File: config.mk
export PLATFORM = sky130hd
export DESIGN_NAME = tr_filter
export DESIGN_NICKNAME = d
export VERILOG_FILES = /design/src/design/tr_pkg.sv /design/src/design/tr_filter.sv
export SDC_FILE = /design/constraint.sdc
export NUM_CORES = 2
export LEC_CHECK = 0
export ABC_AREA = 1
export BUFFER_PORTS_ARGS = -buffer_cell sky130_fd_sc_hd__buf_2
export CAP_MARGIN = 0
export CORE_MARGIN = 2
export CORE_UTILIZATION = 60
export DETAILED_ROUTE_END_ITERATION = 7
export PLACE_DENSITY = 0.88
export REMOVE_ABC_BUFFERS = 1
export SYNTH_ARGS = -nofsm -noshare
export SYNTH_HDL_FRONTEND = slang
export SYNTH_SLANG_ARGS = --single-unit
File: constraint.sdc
create_clock -name aclk -period 7.8 [get_ports aclk]
set_input_delay 1.17 -clock aclk [delete_from_list [all_inputs] [get_ports aclk]]
set_output_delay 1.17 -clock aclk [all_outputs]
set_load 0.01 [all_outputs]
File: src/design/tr_pkg.sv
// Shared types and codes of the texture resampler.
`timescale 1ns / 1ps
`default_nettype none

package tr_pkg;

    localparam logic OP_LOAD   = 1'b0;
    localparam logic OP_SAMPLE = 1'b1;

    localparam logic FMT_ARGB8888 = 1'b0;
    localparam logic FMT_A1R5G5B5 = 1'b1;

    localparam logic FILT_NEAREST  = 1'b0;
    localparam logic FILT_BILINEAR = 1'b1;

    localparam logic [2:0] CFG_PIXEL_FORMAT = 3'd0;
    localparam logic [2:0] CFG_FILTER_MODE  = 3'd1;
    localparam logic [2:0] CFG_SRC_WIDTH    = 3'd2;
    localparam logic [2:0] CFG_SRC_HEIGHT   = 3'd3;
    localparam logic [2:0] CFG_DST_WIDTH    = 3'd4;
    localparam logic [2:0] CFG_DST_HEIGHT   = 3'd5;

    typedef enum logic [1:0] {
        SETUP_IDLE,
        SETUP_LOAD,
        SETUP_RUN
    } setup_state_t;

    typedef enum logic [1:0] {
        JOB_SCALE_X,
        JOB_SCALE_Y,
        JOB_RECIP_X,
        JOB_RECIP_Y
    } setup_job_t;

    typedef struct packed {
        logic        opcode;
        logic [9:0]  coord_x;
        logic [9:0]  coord_y;
        logic [31:0] pixel_in;
    } in_item_t;

    typedef struct packed {
        logic [31:0] pixel_out;
        logic [9:0]  out_x;
        logic [9:0]  out_y;
        logic        range_error;
    } out_item_t;

    typedef struct packed {
        logic        is_sample;
        logic        load_ok;
        logic        fmt16;
        logic        range_error;
        logic [9:0]  coord_x;
        logic [9:0]  coord_y;
        logic [31:0] pixel;
    } meta_t;

endpackage

`default_nettype wire

File: src/design/tr_filter.sv
// Two-stage per-channel interpolation: horizontal lerps, then vertical lerp and output register.
`timescale 1ns / 1ps
`default_nettype none

module tr_filter #(
    parameter int WEIGHT_BITS = 8
) (
    input  wire logic                   aclk,
    input  wire logic                   aresetn,
    input  wire logic                   in_valid,
    output logic                        in_ready,
    input  wire tr_pkg::meta_t          in_meta,
    input  wire logic [WEIGHT_BITS-1:0] in_tx,
    input  wire logic [WEIGHT_BITS-1:0] in_ty,
    input  wire logic [31:0]            c00,
    input  wire logic [31:0]            c10,
    input  wire logic [31:0]            c01,
    input  wire logic [31:0]            c11,
    output logic                        out_valid,
    input  wire logic                   out_ready,
    output tr_pkg::out_item_t           out_item
);

    localparam int AW = WEIGHT_BITS + 11;
    localparam logic signed [AW-1:0] LERP_HALF = AW'(1) << (WEIGHT_BITS - 1);

    // Signed difference, so a falling channel interpolates correctly.
    function automatic logic [7:0] lerp(input logic [7:0] a, input logic [7:0] b,
                                        input logic [WEIGHT_BITS-1:0] t);
        logic signed [AW-1:0] acc;
        acc = $signed({3'b000, a, {WEIGHT_BITS{1'b0}}})
            + ($signed({1'b0, b}) - $signed({1'b0, a})) * $signed({1'b0, t})
            + LERP_HALF;
        lerp = acc[WEIGHT_BITS +: 8];
    endfunction

    logic rdy5, rdy6;
    logic v5_reg, v6_reg;
    tr_pkg::meta_t meta5_reg;
    logic [WEIGHT_BITS-1:0] ty5_reg;
    logic [31:0] top5_reg, top5_next, bot5_reg, bot5_next;
    tr_pkg::out_item_t item6_reg, item6_next;
    logic [31:0] pix;

    assign rdy6     = !v6_reg || out_ready;
    assign rdy5     = !v5_reg || rdy6;
    assign in_ready = rdy5;

    always_comb begin
        for (int ch = 0; ch < 4; ch++) begin
            top5_next[ch*8 +: 8] = lerp(c00[ch*8 +: 8], c10[ch*8 +: 8], in_tx);
            bot5_next[ch*8 +: 8] = lerp(c01[ch*8 +: 8], c11[ch*8 +: 8], in_tx);
        end
    end

    always_comb begin
        for (int ch = 0; ch < 4; ch++) begin
            pix[ch*8 +: 8] = lerp(top5_reg[ch*8 +: 8], bot5_reg[ch*8 +: 8], ty5_reg);
        end
        if (meta5_reg.fmt16) begin
            pix[31:16] = '0;
        end
        if (meta5_reg.range_error) begin
            pix = '0;
        end
        item6_next.pixel_out   = pix;
        item6_next.out_x       = meta5_reg.coord_x;
        item6_next.out_y       = meta5_reg.coord_y;
        item6_next.range_error = meta5_reg.range_error;
    end

    always_ff @(posedge aclk) begin
        if (!aresetn) begin
            v5_reg <= 1'b0;
            v6_reg <= 1'b0;
        end else begin
            if (rdy5) v5_reg <= in_valid;
            if (rdy6) v6_reg <= v5_reg;
        end
    end

    always_ff @(posedge aclk) begin
        if (rdy5) begin
            meta5_reg <= in_meta;
            ty5_reg   <= in_ty;
            top5_reg  <= top5_next;
            bot5_reg  <= bot5_next;
        end
        if (rdy6) begin
            item6_reg <= item6_next;
        end
    end

    assign out_valid = v6_reg;
    assign out_item  = item6_reg;

endmodule

`default_nettype wire

==> results.yml <==
clock_network:
  cts_hold_buffers: 0
  cts_setup_buffers: 0
  clk_latency_ps: 460
  clkSlewWorstSetupHoldPaths_ps: 70
  cts_resized: 0
  clkSinkCount: 149
  maximum_clock_path_buffer_count: 2
  cts-buffers-inserted: 17
  htree_num_levels: 4
  tritoncts: "yes"
  cts-root-buf: "clkbuf_16"
critical_path:
  cpPeakStageDelay_ps: 550
  worst_r2r_endpoint: "out_item[44]"
  regToRegSetupSlack_ps: 980
  critical_path_class: "reg -> reg"
  timing.critical_path.buf_inv: 3
  worstReg2RegStart: "top5_reg[16]"
  critPathTopFamily: "adder cells"
  ff2ff_path_depth: 21
  critPathRequiredTime_ps: 8070
  crit_path_end_kind: "register"
  cp.arrival_ps: 7090
  worstPathCellList: "ha_1 > fa_1 > o21ai_0 > a21oi_1 > xor2_1 > nand2_1 > fa_1 > fa_1 > inv_1 > fa_1 > fa_1 > inv_1 > fa_1 > inv_1 > ha_1 > a21oi_1 > o21ai_0 > a21oi_1 > a21boi_0 > nor2_1 > nor2_1"
  worst_path_max_delay_cell: "fa_1"
  cpMostUsedCell: "fa_1"
  critPathMaxFanout: 6
  start_kind: "register"
grt:
  grt.total_usage: 0.296
  global_route_total_overflow: 0
  groute.layer.met2.usage: 0.503
  globalRouteMet3Util: 0.0532
  first_pass_grt_wire_length_um: 168000
  grt_busiest_layer: "met2"
  antenna_violations_before_repair: 5
  grt_max_degree: 56
  globalRouteMet1Util: 0.376
  number_of_global_route_vias_before_repair: 34900
floorplan:
  initial_core_util: 0.604
  core-area_um2: 68300
  io_pins: 259
  dieArea_um2: 70900
  std_cell_rows: 96
  die_y_um: 266
  die_w_um: 266
synth:
  synthesis.area_um2: 41300
  synth_seq_area_share: 0.108
  syn_inst: 5113
  syn_avg_cell_area_um2: 8.07
  synth_top_cells_by_count: "1363 x inv_1, 966 x nand2_1, 734 x fa_1, 506 x nor2_1, 462 x ha_1"
  synth_flop_cell: "edfxtp_1"
  synthDominantCellAreaShare: 0.356
  most_instantiated_library_cell_after_synthesis: "inv_1"
  synth.largest_area_cell: "fa_1"
  synth_unique_cells: 47
  ys_ff_latch: 149
  ys_top_cells_by_area: "fa_1 36%, ha_1 14%, inv_1 12%"
  synth_edf_count: 147
  yosysWarningCount: 0
  postSynth.asyncResetShare: 0
routing:
  routed-via-count: 33800
  wl_um: 101000
  drt.antenna.violating_nets: 0
  wire_per_inst_um: 16.4
  drc_violation_total_after_the_first_tritonroute_iteration: 2681
  drt-vias-per-instance: 5.45
  detail_route.first_pass.iterations: 8
  drc_errors: 11
sta:
  clock.fmax_ghz: 0.147
  timing.clock.skew_ps: 16.7
  hold-worst-slack_ps: 420
  report.final.hold_viol_count: 0
  period_share: 0.874
  grt_setup_unrepaired: "false"
  report.final.slew_viol_count: 0
  final.setup.tns_ps: 0
  finalSetupViolCount: 0
  period_needed_ps: 6820
  worst_slew_margin_rel: 0.275
  timing_worst_slew_pin_value_ps: 1090
finish:
  multi_input_comb_area_um2: 31300
  final_layout_size_suffix_gt1_frac: 0.0646
  regArea_um2: 4450
  largest_register_ff_count: 53
  fill_cells: 5220
  finalNetCount: 6700
  area_growth_syn_to_layout_pct: 6.64
placement:
  detailedPlacementHpwl_um: 85300
  io_buffers: 224
  gp_routability_congestion: 0.926
run_status:
  violations: "design-rule violations"
  run_status: "finished, violations left"
worst_hold_path:
  hold_depth: 0
  hold_end: "out_item[19]"
  min_from: "item6_next[19]"
  hold_path_class: "reg -> reg"
run:
  max_cap_violations: 0
==> layer usage <==
| layer | wire length (µm) | up-vias |
|---|---|---|
| li1 | - | 15700 |
| met4 | 4210 | 4 |
| met5 | 23 | - |
| met2 | 48200 | 1545 |
| met1 | 39400 | 16200 |
| met3 | 9620 | 329 |
==> cell families (layout without fill, tap and decap cells) <==
logic type,after synthesis,after routing,share of synthesized area
adder cells (fa/ha/maj),1196,1196,0.496
buffers and inverters,1457,1657,0.133
AO/OA/AOI/OAI,356,356,0.0504
XOR/XNOR,166,166,0.0356
other,0,2,0
AND/OR/NAND/NOR,1789,1789,0.177
flip-flops,149,149,0.108
==> area by class of cell <==
| class | instances | share of cell area |
|---|---|---|
| Tap cell | 882 | 0.0251 |
| Inverter | 1368 | 0.117 |
| Clock buffer | 18 | 0.00975 |
| Clock inverter | 14 | 0.00267 |
| Timing Repair Buffer | 257 | 0.0322 |
| Antenna cell | 2 | 0.000114 |
| Multi-Input combinational cell | 3507 | 0.712 |
| Sequential cell | 149 | 0.101 |
==> metrics by stage <==
stage	worst slack, ps	instances	area [µm²]	util
floorplan	1340	5024	40900	-
global placement	811	6163	43500	0.636
detailed placement	631	6163	43500	0.636
CTS	1070	6195	44000	0.644
global route	741	6196	44000	0.644
finish	982	6197	44000	0.644
==> cell usage in the layout, fill, tap and decap left out, types with 9 or more instances in the layout <==
cell | Yosys | final
nand3b_1 | 26 | 26
o21ai_0 | 48 | 48
nand3_1 | 171 | 170
fa_1 | 734 | 734
nand4_1 | 50 | 50
clkbuf_16 | 0 | 17
o21a_1 | 9 | 9
buf_4 | 3 | 29
xor2_1 | 94 | 94
nand2_1 | 966 | 965
xnor2_1 | 70 | 70
ha_1 | 462 | 462
a211oi_1 | 9 | 9
or2_2 | 30 | 30
inv_1 | 1363 | 1362
o21bai_1 | 44 | 44
buf_2 | 2 | 224
a21oi_1 | 193 | 193
nor3_1 | 26 | 26
nor2_1 | 506 | 506
edfxtp_1 | 147 | 147
o21ai_2 | 9 | 9
o31a_1 | 9 | 9
==> how the worst max path moves through the flow <==
| stage | startpoint | end | slack, ps | cells past startpoint |
|---|---|---|---|---|
| 2_1_floorplan | c11[0] | bot5_reg[7] | 1340 | 30 |
| 3_3_place_gp | c01[8] | bot5_reg[15] | 810 | 23 |
| 3_5_place_dp | c01[8] | bot5_reg[15] | 630 | 24 |
| 4_1_cts | top5_reg[16] | out_item[44] | 1070 | 21 |
| 5_1_grt | top5_reg[16] | out_item[44] | 740 | 21 |
| 6_report | top5_reg[16] | out_item[44] | 980 | 21 |
Power is left out: the tool's default activity adds up to more than one toggle a clock period on the data nets, which glitch-free logic cannot reach.
