--- config.mk ---
export PLATFORM = sky130hd
export DESIGN_NAME = tr_setup
export DESIGN_NICKNAME = d
export VERILOG_FILES = /design/src/design/tr_pkg.sv /design/src/design/tr_setup.sv
export SDC_FILE = /design/constraint.sdc
export NUM_CORES = 1
export LEC_CHECK = 0
export ABC_AREA = 0
export BUFFER_PORTS_ARGS = -buffer_cell sky130_fd_sc_hd__buf_2
export CORE_ASPECT_RATIO = 2
export CORE_UTILIZATION = 55
export DETAILED_ROUTE_END_ITERATION = 12
export GPL_ROUTABILITY_DRIVEN = 0
export PLACE_DENSITY = 0.82
export SETUP_SLACK_MARGIN = 0.15
export SLEW_MARGIN = 20
export SYNTH_ARGS = -nofsm -noshare
export SYNTH_HDL_FRONTEND = slang
export SYNTH_SLANG_ARGS = --single-unit
--- constraint.sdc ---
create_clock -name aclk -period 4.8 [get_ports aclk]
set_clock_uncertainty 0.05 [all_clocks]
set_input_delay 0.24 -clock aclk [delete_from_list [all_inputs] [get_ports aclk]]
set_output_delay 0.24 -clock aclk [all_outputs]
set_load 0.005 [all_outputs]
--- src/design/tr_pkg.sv ---
// Shared types and codes of the texture resampler.
`timescale 1ns / 1ps
`default_nettype none

package tr_pkg;

    localparam logic OP_LOAD   = 1'b0;
    localparam logic OP_SAMPLE = 1'b1;

    localparam logic FMT_ARGB8888 = 1'b0;
    localparam logic FMT_A1R5G5B5 = 1'b1;

    localparam logic FILT_NEAREST  = 1'b0;
    localparam logic FILT_BILINEAR = 1'b1;

    localparam logic [2:0] CFG_PIXEL_FORMAT = 3'd0;
    localparam logic [2:0] CFG_FILTER_MODE  = 3'd1;
    localparam logic [2:0] CFG_SRC_WIDTH    = 3'd2;
    localparam logic [2:0] CFG_SRC_HEIGHT   = 3'd3;
    localparam logic [2:0] CFG_DST_WIDTH    = 3'd4;
    localparam logic [2:0] CFG_DST_HEIGHT   = 3'd5;

    typedef enum logic [1:0] {
        SETUP_IDLE,
        SETUP_LOAD,
        SETUP_RUN
    } setup_state_t;

    typedef enum logic [1:0] {
        JOB_SCALE_X,
        JOB_SCALE_Y,
        JOB_RECIP_X,
        JOB_RECIP_Y
    } setup_job_t;

    typedef struct packed {
        logic        opcode;
        logic [9:0]  coord_x;
        logic [9:0]  coord_y;
        logic [31:0] pixel_in;
    } in_item_t;

    typedef struct packed {
        logic [31:0] pixel_out;
        logic [9:0]  out_x;
        logic [9:0]  out_y;
        logic        range_error;
    } out_item_t;

    typedef struct packed {
        logic        is_sample;
        logic        load_ok;
        logic        fmt16;
        logic        range_error;
        logic [9:0]  coord_x;
        logic [9:0]  coord_y;
        logic [31:0] pixel;
    } meta_t;

endpackage

`default_nettype wire

--- src/design/tr_setup.sv ---
// Sequential divider that derives the scale factors and reciprocals from the sizes.
`timescale 1ns / 1ps
`default_nettype none

module tr_setup #(
    parameter int SZW = 9,
    parameter int DDW = 11,
    parameter int SCB = 25,
    parameter int RB  = 31,
    parameter int K   = 30
) (
    input  wire logic           aclk,
    input  wire logic           aresetn,
    input  wire logic           restart,
    input  wire logic [SZW-1:0] sw,
    input  wire logic [SZW-1:0] sh,
    input  wire logic [DDW-1:0] dw,
    input  wire logic [DDW-1:0] dh,
    output logic      [SCB-1:0] scale_x,
    output logic      [SCB-1:0] scale_y,
    output logic      [RB-1:0]  recip_x,
    output logic      [RB-1:0]  recip_y,
    output logic                busy
);

    localparam int DVW  = (RB > SCB) ? RB : SCB;
    localparam int CNTW = $clog2(DVW + 1);

    tr_pkg::setup_state_t state_reg, state_next;
    tr_pkg::setup_job_t   job_reg, job_next;
    logic [CNTW-1:0] cnt_reg, cnt_next;
    logic [DVW-1:0]  dvd_reg, dvd_next;
    logic [DDW:0]    rem_reg, rem_next;
    logic [DDW-1:0]  dsr_reg, dsr_next;
    logic [SCB-1:0]  scale_x_reg, scale_x_next, scale_y_reg, scale_y_next;
    logic [RB-1:0]   recip_x_reg, recip_x_next, recip_y_reg, recip_y_next;
    logic [DDW:0]    trial;
    logic            ge;
    logic [DVW-1:0]  quot;

    always_comb begin
        state_next   = state_reg;
        job_next     = job_reg;
        cnt_next     = cnt_reg;
        dvd_next     = dvd_reg;
        rem_next     = rem_reg;
        dsr_next     = dsr_reg;
        scale_x_next = scale_x_reg;
        scale_y_next = scale_y_reg;
        recip_x_next = recip_x_reg;
        recip_y_next = recip_y_reg;
        trial        = {rem_reg[DDW-1:0], dvd_reg[DVW-1]};
        ge           = trial >= {1'b0, dsr_reg};
        quot         = {dvd_reg[DVW-2:0], ge};
        case (state_reg)
            tr_pkg::SETUP_LOAD: begin
                rem_next = '0;
                cnt_next = '0;
                case (job_reg)
                    tr_pkg::JOB_SCALE_X: begin
                        dvd_next = DVW'(sw) << 16;
                        dsr_next = dw;
                    end
                    tr_pkg::JOB_SCALE_Y: begin
                        dvd_next = DVW'(sh) << 16;
                        dsr_next = dh;
                    end
                    tr_pkg::JOB_RECIP_X: begin
                        dvd_next = DVW'(1) << K;
                        dsr_next = dw;
                    end
                    default: begin
                        dvd_next = DVW'(1) << K;
                        dsr_next = dh;
                    end
                endcase
                state_next = tr_pkg::SETUP_RUN;
            end
            tr_pkg::SETUP_RUN: begin
                rem_next = ge ? trial - {1'b0, dsr_reg} : trial;
                dvd_next = quot;
                cnt_next = cnt_reg + CNTW'(1);
                if (cnt_reg == CNTW'(DVW - 1)) begin
                    case (job_reg)
                        tr_pkg::JOB_SCALE_X: scale_x_next = quot[SCB-1:0];
                        tr_pkg::JOB_SCALE_Y: scale_y_next = quot[SCB-1:0];
                        tr_pkg::JOB_RECIP_X: recip_x_next = quot[RB-1:0];
                        default:             recip_y_next = quot[RB-1:0];
                    endcase
                    if (job_reg == tr_pkg::JOB_RECIP_Y) begin
                        state_next = tr_pkg::SETUP_IDLE;
                    end else begin
                        job_next   = tr_pkg::setup_job_t'(job_reg + 2'd1);
                        state_next = tr_pkg::SETUP_LOAD;
                    end
                end
            end
            default: begin
                state_next = tr_pkg::SETUP_IDLE;
            end
        endcase
        if (restart) begin
            state_next = tr_pkg::SETUP_LOAD;
            job_next   = tr_pkg::JOB_SCALE_X;
        end
    end

    always_ff @(posedge aclk) begin
        if (!aresetn) begin
            state_reg <= tr_pkg::SETUP_LOAD;
            job_reg   <= tr_pkg::JOB_SCALE_X;
        end else begin
            state_reg <= state_next;
            job_reg   <= job_next;
        end
    end

    always_ff @(posedge aclk) begin
        cnt_reg     <= cnt_next;
        dvd_reg     <= dvd_next;
        rem_reg     <= rem_next;
        dsr_reg     <= dsr_next;
        scale_x_reg <= scale_x_next;
        scale_y_reg <= scale_y_next;
        recip_x_reg <= recip_x_next;
        recip_y_reg <= recip_y_next;
    end

    assign scale_x = scale_x_reg;
    assign scale_y = scale_y_reg;
    assign recip_x = recip_x_reg;
    assign recip_y = recip_y_reg;
    assign busy    = state_reg != tr_pkg::SETUP_IDLE;

endmodule

`default_nettype wire

==> results.py <==
metrics = {
    "final_layout": {
        "filler_cell_count": 725,
        "finalCoreUtilization": 0.701,
        "layout-drive-gt1-share": 0.361,
        "num_antenna_cells": 0,
        "area.growth.synth_to_final_pct": 23.0,
        "nNetsFinal": 637,
        "design_area_mm2": 0.00825,
    },
    "sta": {
        "grt_setup_unrepaired": "no",
        "min_period_over_period": 0.590,
        "setup_viol_count_final": 0,
        "final_number_of_hold_violating_endpoints": 0,
        "final_max_slew_viol_count": 0,
        "relSlewSlack": 0.394,
        "fin_tns_setup_ns": 0,
        "pin_slew_with_the_least_headroom_to_its_limit_ns": 0.906,
        "max_clock_freq_mhz": 353,
        "fin_worst_hold_slack_ns": 0.0605,
        "final_critical_path_required_period_ns": 2.83,
    },
    "global_route": {
        "gr-total-overflow": 0,
        "grt_max_degree": 49,
        "grt_first_pass_wirelength_um": 21500,
        "grt_usage": 0.242,
        "first_global_vias": 4011,
        "number_of_antenna_violations_at_the_first_check_in_global_routing": 0,
    },
    "yosys": {
        "ys_types": 43,
        "synth.ff_latch_count": 174,
        "synth_adder_area_share": 0.0440,
        "syn_area_per_cell_um2": 16.6,
        "number_of_instances_in_the_synthesized_netlist": 405,
        "syn_area_mm2": 0.00671,
        "yosys.area_share.xor_xnor": 0.0131,
        "number_of_synthesized_flops_with_an_enable_pin": 170,
        "synth_async_sr_flop_share": 0,
        "synth.net_count": 471,
        "synthFlopType": "sky130_fd_sc_hd__edfxtp_1",
        "post_synthesis_mux_area_share": 0.0200,
        "combinational_family_with_the_most_area_after_synthesis": "simple AND/OR/NAND/NOR gates",
        "synth_seq_area_share": 0.773,
        "synth-warning-count": 0,
        "synth_simple_gate_area_share": 0.0685,
        "complex_gate_fraction_of_the_synthesized_area": 0.0614,
    },
    "critical_path": {
        "critPathMaxFanout": 9,
        "worst-path-buf-inv": 1,
        "setup.worst_path.start_class": "flop",
        "slowest_cell_on_the_critical_path": "sky130_fd_sc_hd__nor2_1",
        "critical_path_class": "flop to flop",
        "timing.reg2reg.worst_path_depth": 9,
        "crit_path_max_incr_delay_ns": 0.52,
        "setup.worst_path.start": "dvd_reg[30]$_DFFE_PP_",
        "end_kind": "flop",
        "crit_family": "simple AND/OR/NAND/NOR gates",
        "worstPathCellList": "inv_1 -> ha_1 -> fa_1 -> nand2b_1 -> a21oi_1 -> o21a_2 -> nor3_2 -> nor2_1 -> o32ai_1",
        "worst_ep_required_ns": 4.89,
        "regToRegEndpoint": "rem_reg[10]$_SDFFCE_PN0P_",
        "r2r_slack_ns": 1.97,
        "r2r_start": "dvd_reg[30]$_DFFE_PP_",
        "worstPathArrival_ns": 2.92,
    },
    "clock_tree": {
        "cts_max_path_buffers": 2,
        "cts.repair.resized": 0,
        "postCtsSetupRepairBufs": 0,
        "clock_tree.htree_level_count": 4,
        "numClockSinks": 174,
        "cts_hold_buf": 0,
        "clkLatencyLatePin_ns": 0.45,
        "numCtsBuffers": 17,
        "cts.reportedPaths.clkPinSlew_ns": 0.07,
        "clock_tree_from_tritoncts": "built",
        "cts.root.buffer_cell": "sky130_fd_sc_hd__clkbuf_16",
    },
    "placed_design": {
        "detailed_place_hpwl_um": 9670,
        "port_buffers": 155,
        "post_dp_cell_area_mm2": 0.00764,
    },
    "floorplanning": {
        "boundary_pins": 156,
        "die_area_mm2": 0.0127,
        "num_rows": 56,
        "initial_utilization": 0.570,
        "die_height_um": 158,
        "design.core.area_mm2": 0.0118,
        "die_width_um": 80.1,
    },
    "route": {
        "detail_route.vias_per_cell": 5.66,
        "number_of_nets_with_antenna_violations_after_routing": 0,
        "drtPass1Iterations": 7,
        "dr_total_vias": 4126,
        "route.detailed.wl_per_inst_um": 19.9,
        "detail_route.wirelength_um": 14500,
        "drt_drc_violations_left": 0,
        "dr.first_iter.drc_count": 403,
    },
    "flow_run": {
        "timing.max_cap.violations": 0,
    },
    "min_path": {
        "timing.hold.worst.class": "input port to flop",
        "hold_end": "dsr_reg[3]$_DFFE_PN_",
        "worstHoldStart": "dw[3]",
        "whs_path_depth": 2,
    },
    "run_status": {
        "status": "finished clean",
    },
    "power": {
        "power_leakage_nw": 3.23,
        "power.density_cell_area_mw_per_mm2": 410,
        "ir_worst_vdd_v": 0.000348,
    },
}
## metrics by stage
step	instances	worst slack, ns	total power, W
2_1_floorplan	405	2.23	0.00196
3_3_place_gp	697	2.19	0.00202
3_5_place_dp	697	2.04	0.00204
4_1_cts	729	2.02	0.00338
5_1_grt	729	1.77	0.00348
6_report	729	1.97	0.00338
## routing by layer
metal	up-vias	wire, µm	GRT usage
met5	-	0	0
met4	0	588	0.152
met3	47	790	0.0496
met2	238	7850	0.412
met1	1993	5310	0.274
li1	1848	-	-
## cell usage in the layout, fill, tap and decap left out, types with 2 or more instances in the layout
cell                          n
sky130_fd_sc_hd__or3_1        2
sky130_fd_sc_hd__buf_2      155
sky130_fd_sc_hd__clkinv_8     5
sky130_fd_sc_hd__o211ai_1     4
sky130_fd_sc_hd__and2_1      23
sky130_fd_sc_hd__inv_1       21
sky130_fd_sc_hd__dfxtp_1      4
sky130_fd_sc_hd__buf_4        3
sky130_fd_sc_hd__nand4_1      2
sky130_fd_sc_hd__nand2_1     21
sky130_fd_sc_hd__o21ai_0     20
sky130_fd_sc_hd__and2_2       2
sky130_fd_sc_hd__nor2_1      16
sky130_fd_sc_hd__mux2_2      11
sky130_fd_sc_hd__xnor2_1      8
sky130_fd_sc_hd__a21o_1       2
sky130_fd_sc_hd__nand3_1      8
sky130_fd_sc_hd__xor2_1       2
sky130_fd_sc_hd__o21a_1       2
sky130_fd_sc_hd__clkbuf_16   17
sky130_fd_sc_hd__inv_8        3
sky130_fd_sc_hd__nor3_1       3
sky130_fd_sc_hd__a22oi_1      9
sky130_fd_sc_hd__edfxtp_1   170
sky130_fd_sc_hd__a21oi_1     17
sky130_fd_sc_hd__ha_1        20
sky130_fd_sc_hd__a211oi_1     3
sky130_fd_sc_hd__inv_6        4
sky130_fd_sc_hd__nand2b_1     5
## area by class of cell
cell class | count | area, µm² | share of cell area
tap | 145 | 181 | 0.0220
clock inverter | 15 | 171 | 0.0208
clock buffer | 17 | 425 | 0.0516
sequential | 174 | 5180 | 0.629
multi-input combinational | 198 | 1410 | 0.170
inverter | 22 | 82.6 | 0.0100
timing repair buffer | 158 | 798 | 0.0968
## synth_stat cells, types with 2 or more instances
cell / count / area (µm²)
sky130_fd_sc_hd__a21o_1: 2 / 15.0
sky130_fd_sc_hd__edfxtp_1: 170 / 5100
sky130_fd_sc_hd__nor2_1: 16 / 60.1
sky130_fd_sc_hd__ha_1: 22 / 275
sky130_fd_sc_hd__dfxtp_1: 4 / 80.1
sky130_fd_sc_hd__a21oi_1: 17 / 85.1
sky130_fd_sc_hd__nand2_1: 21 / 78.8
sky130_fd_sc_hd__and2_1: 25 / 156
sky130_fd_sc_hd__a211oi_1: 3 / 22.5
sky130_fd_sc_hd__o21a_1: 2 / 15.0
sky130_fd_sc_hd__nor3_1: 3 / 15.0
sky130_fd_sc_hd__clkbuf_1: 8 / 30.0
sky130_fd_sc_hd__a22oi_1: 9 / 67.6
sky130_fd_sc_hd__mux2_2: 11 / 124
sky130_fd_sc_hd__nand4_1: 2 / 12.5
sky130_fd_sc_hd__xor2_1: 2 / 17.5
sky130_fd_sc_hd__o21ai_0: 20 / 100
sky130_fd_sc_hd__o211ai_1: 4 / 30.0
sky130_fd_sc_hd__or3_1: 2 / 12.5
sky130_fd_sc_hd__nand2b_1: 5 / 31.3
sky130_fd_sc_hd__inv_1: 21 / 78.8
sky130_fd_sc_hd__nand3_1: 8 / 40.0
sky130_fd_sc_hd__xnor2_1: 8 / 70.1
## cells by family (layout without fill, tap and decap cells)
family          count (synthesis)  count (layout)
mux                            12              12
xor+xnor                       10              10
simple gates                   87              87
fa+ha+maj                      23              23
buf+inv                        33             212
flops                         174             174
compound gates                 66              66
## worst max path at each step
stage,cells past startpoint,end,slack [ns]
5_1_grt,9,rem_reg[10]$_SDFFCE_PN0P_,1.77
4_1_cts,9,rem_reg[10]$_SDFFCE_PN0P_,2.02
3_3_place_gp,9,rem_reg[0]$_SDFFCE_PN0P_,2.19
3_5_place_dp,9,rem_reg[10]$_SDFFCE_PN0P_,2.04
6_report,9,rem_reg[10]$_SDFFCE_PN0P_,1.97
2_1_floorplan,9,rem_reg[9]$_SDFFCE_PN0P_,2.23
## power breakdown
group | switching, W | leakage (nW) | internal, W
Sequential | 0.0000477 | 1.67 | 0.00174
Clock | 0.000663 | 0.288 | 0.000700
Combinational | 0.000140 | 1.28 | 0.0000890
## worst reg2reg max path: cells and delay by family, from the launching register on
| kind | cells | cell delay [ns] |
|---|---|---|
| AOI/OAI and AO/OA | 3 | 0.68 |
| buffers and inverters | 1 | 0.05 |
| DFF | 1 | 0.35 |
| adders and majority gates | 2 | 0.62 |
| and+or+nand+nor | 3 | 0.80 |
(Power assumes the default switching activity.)
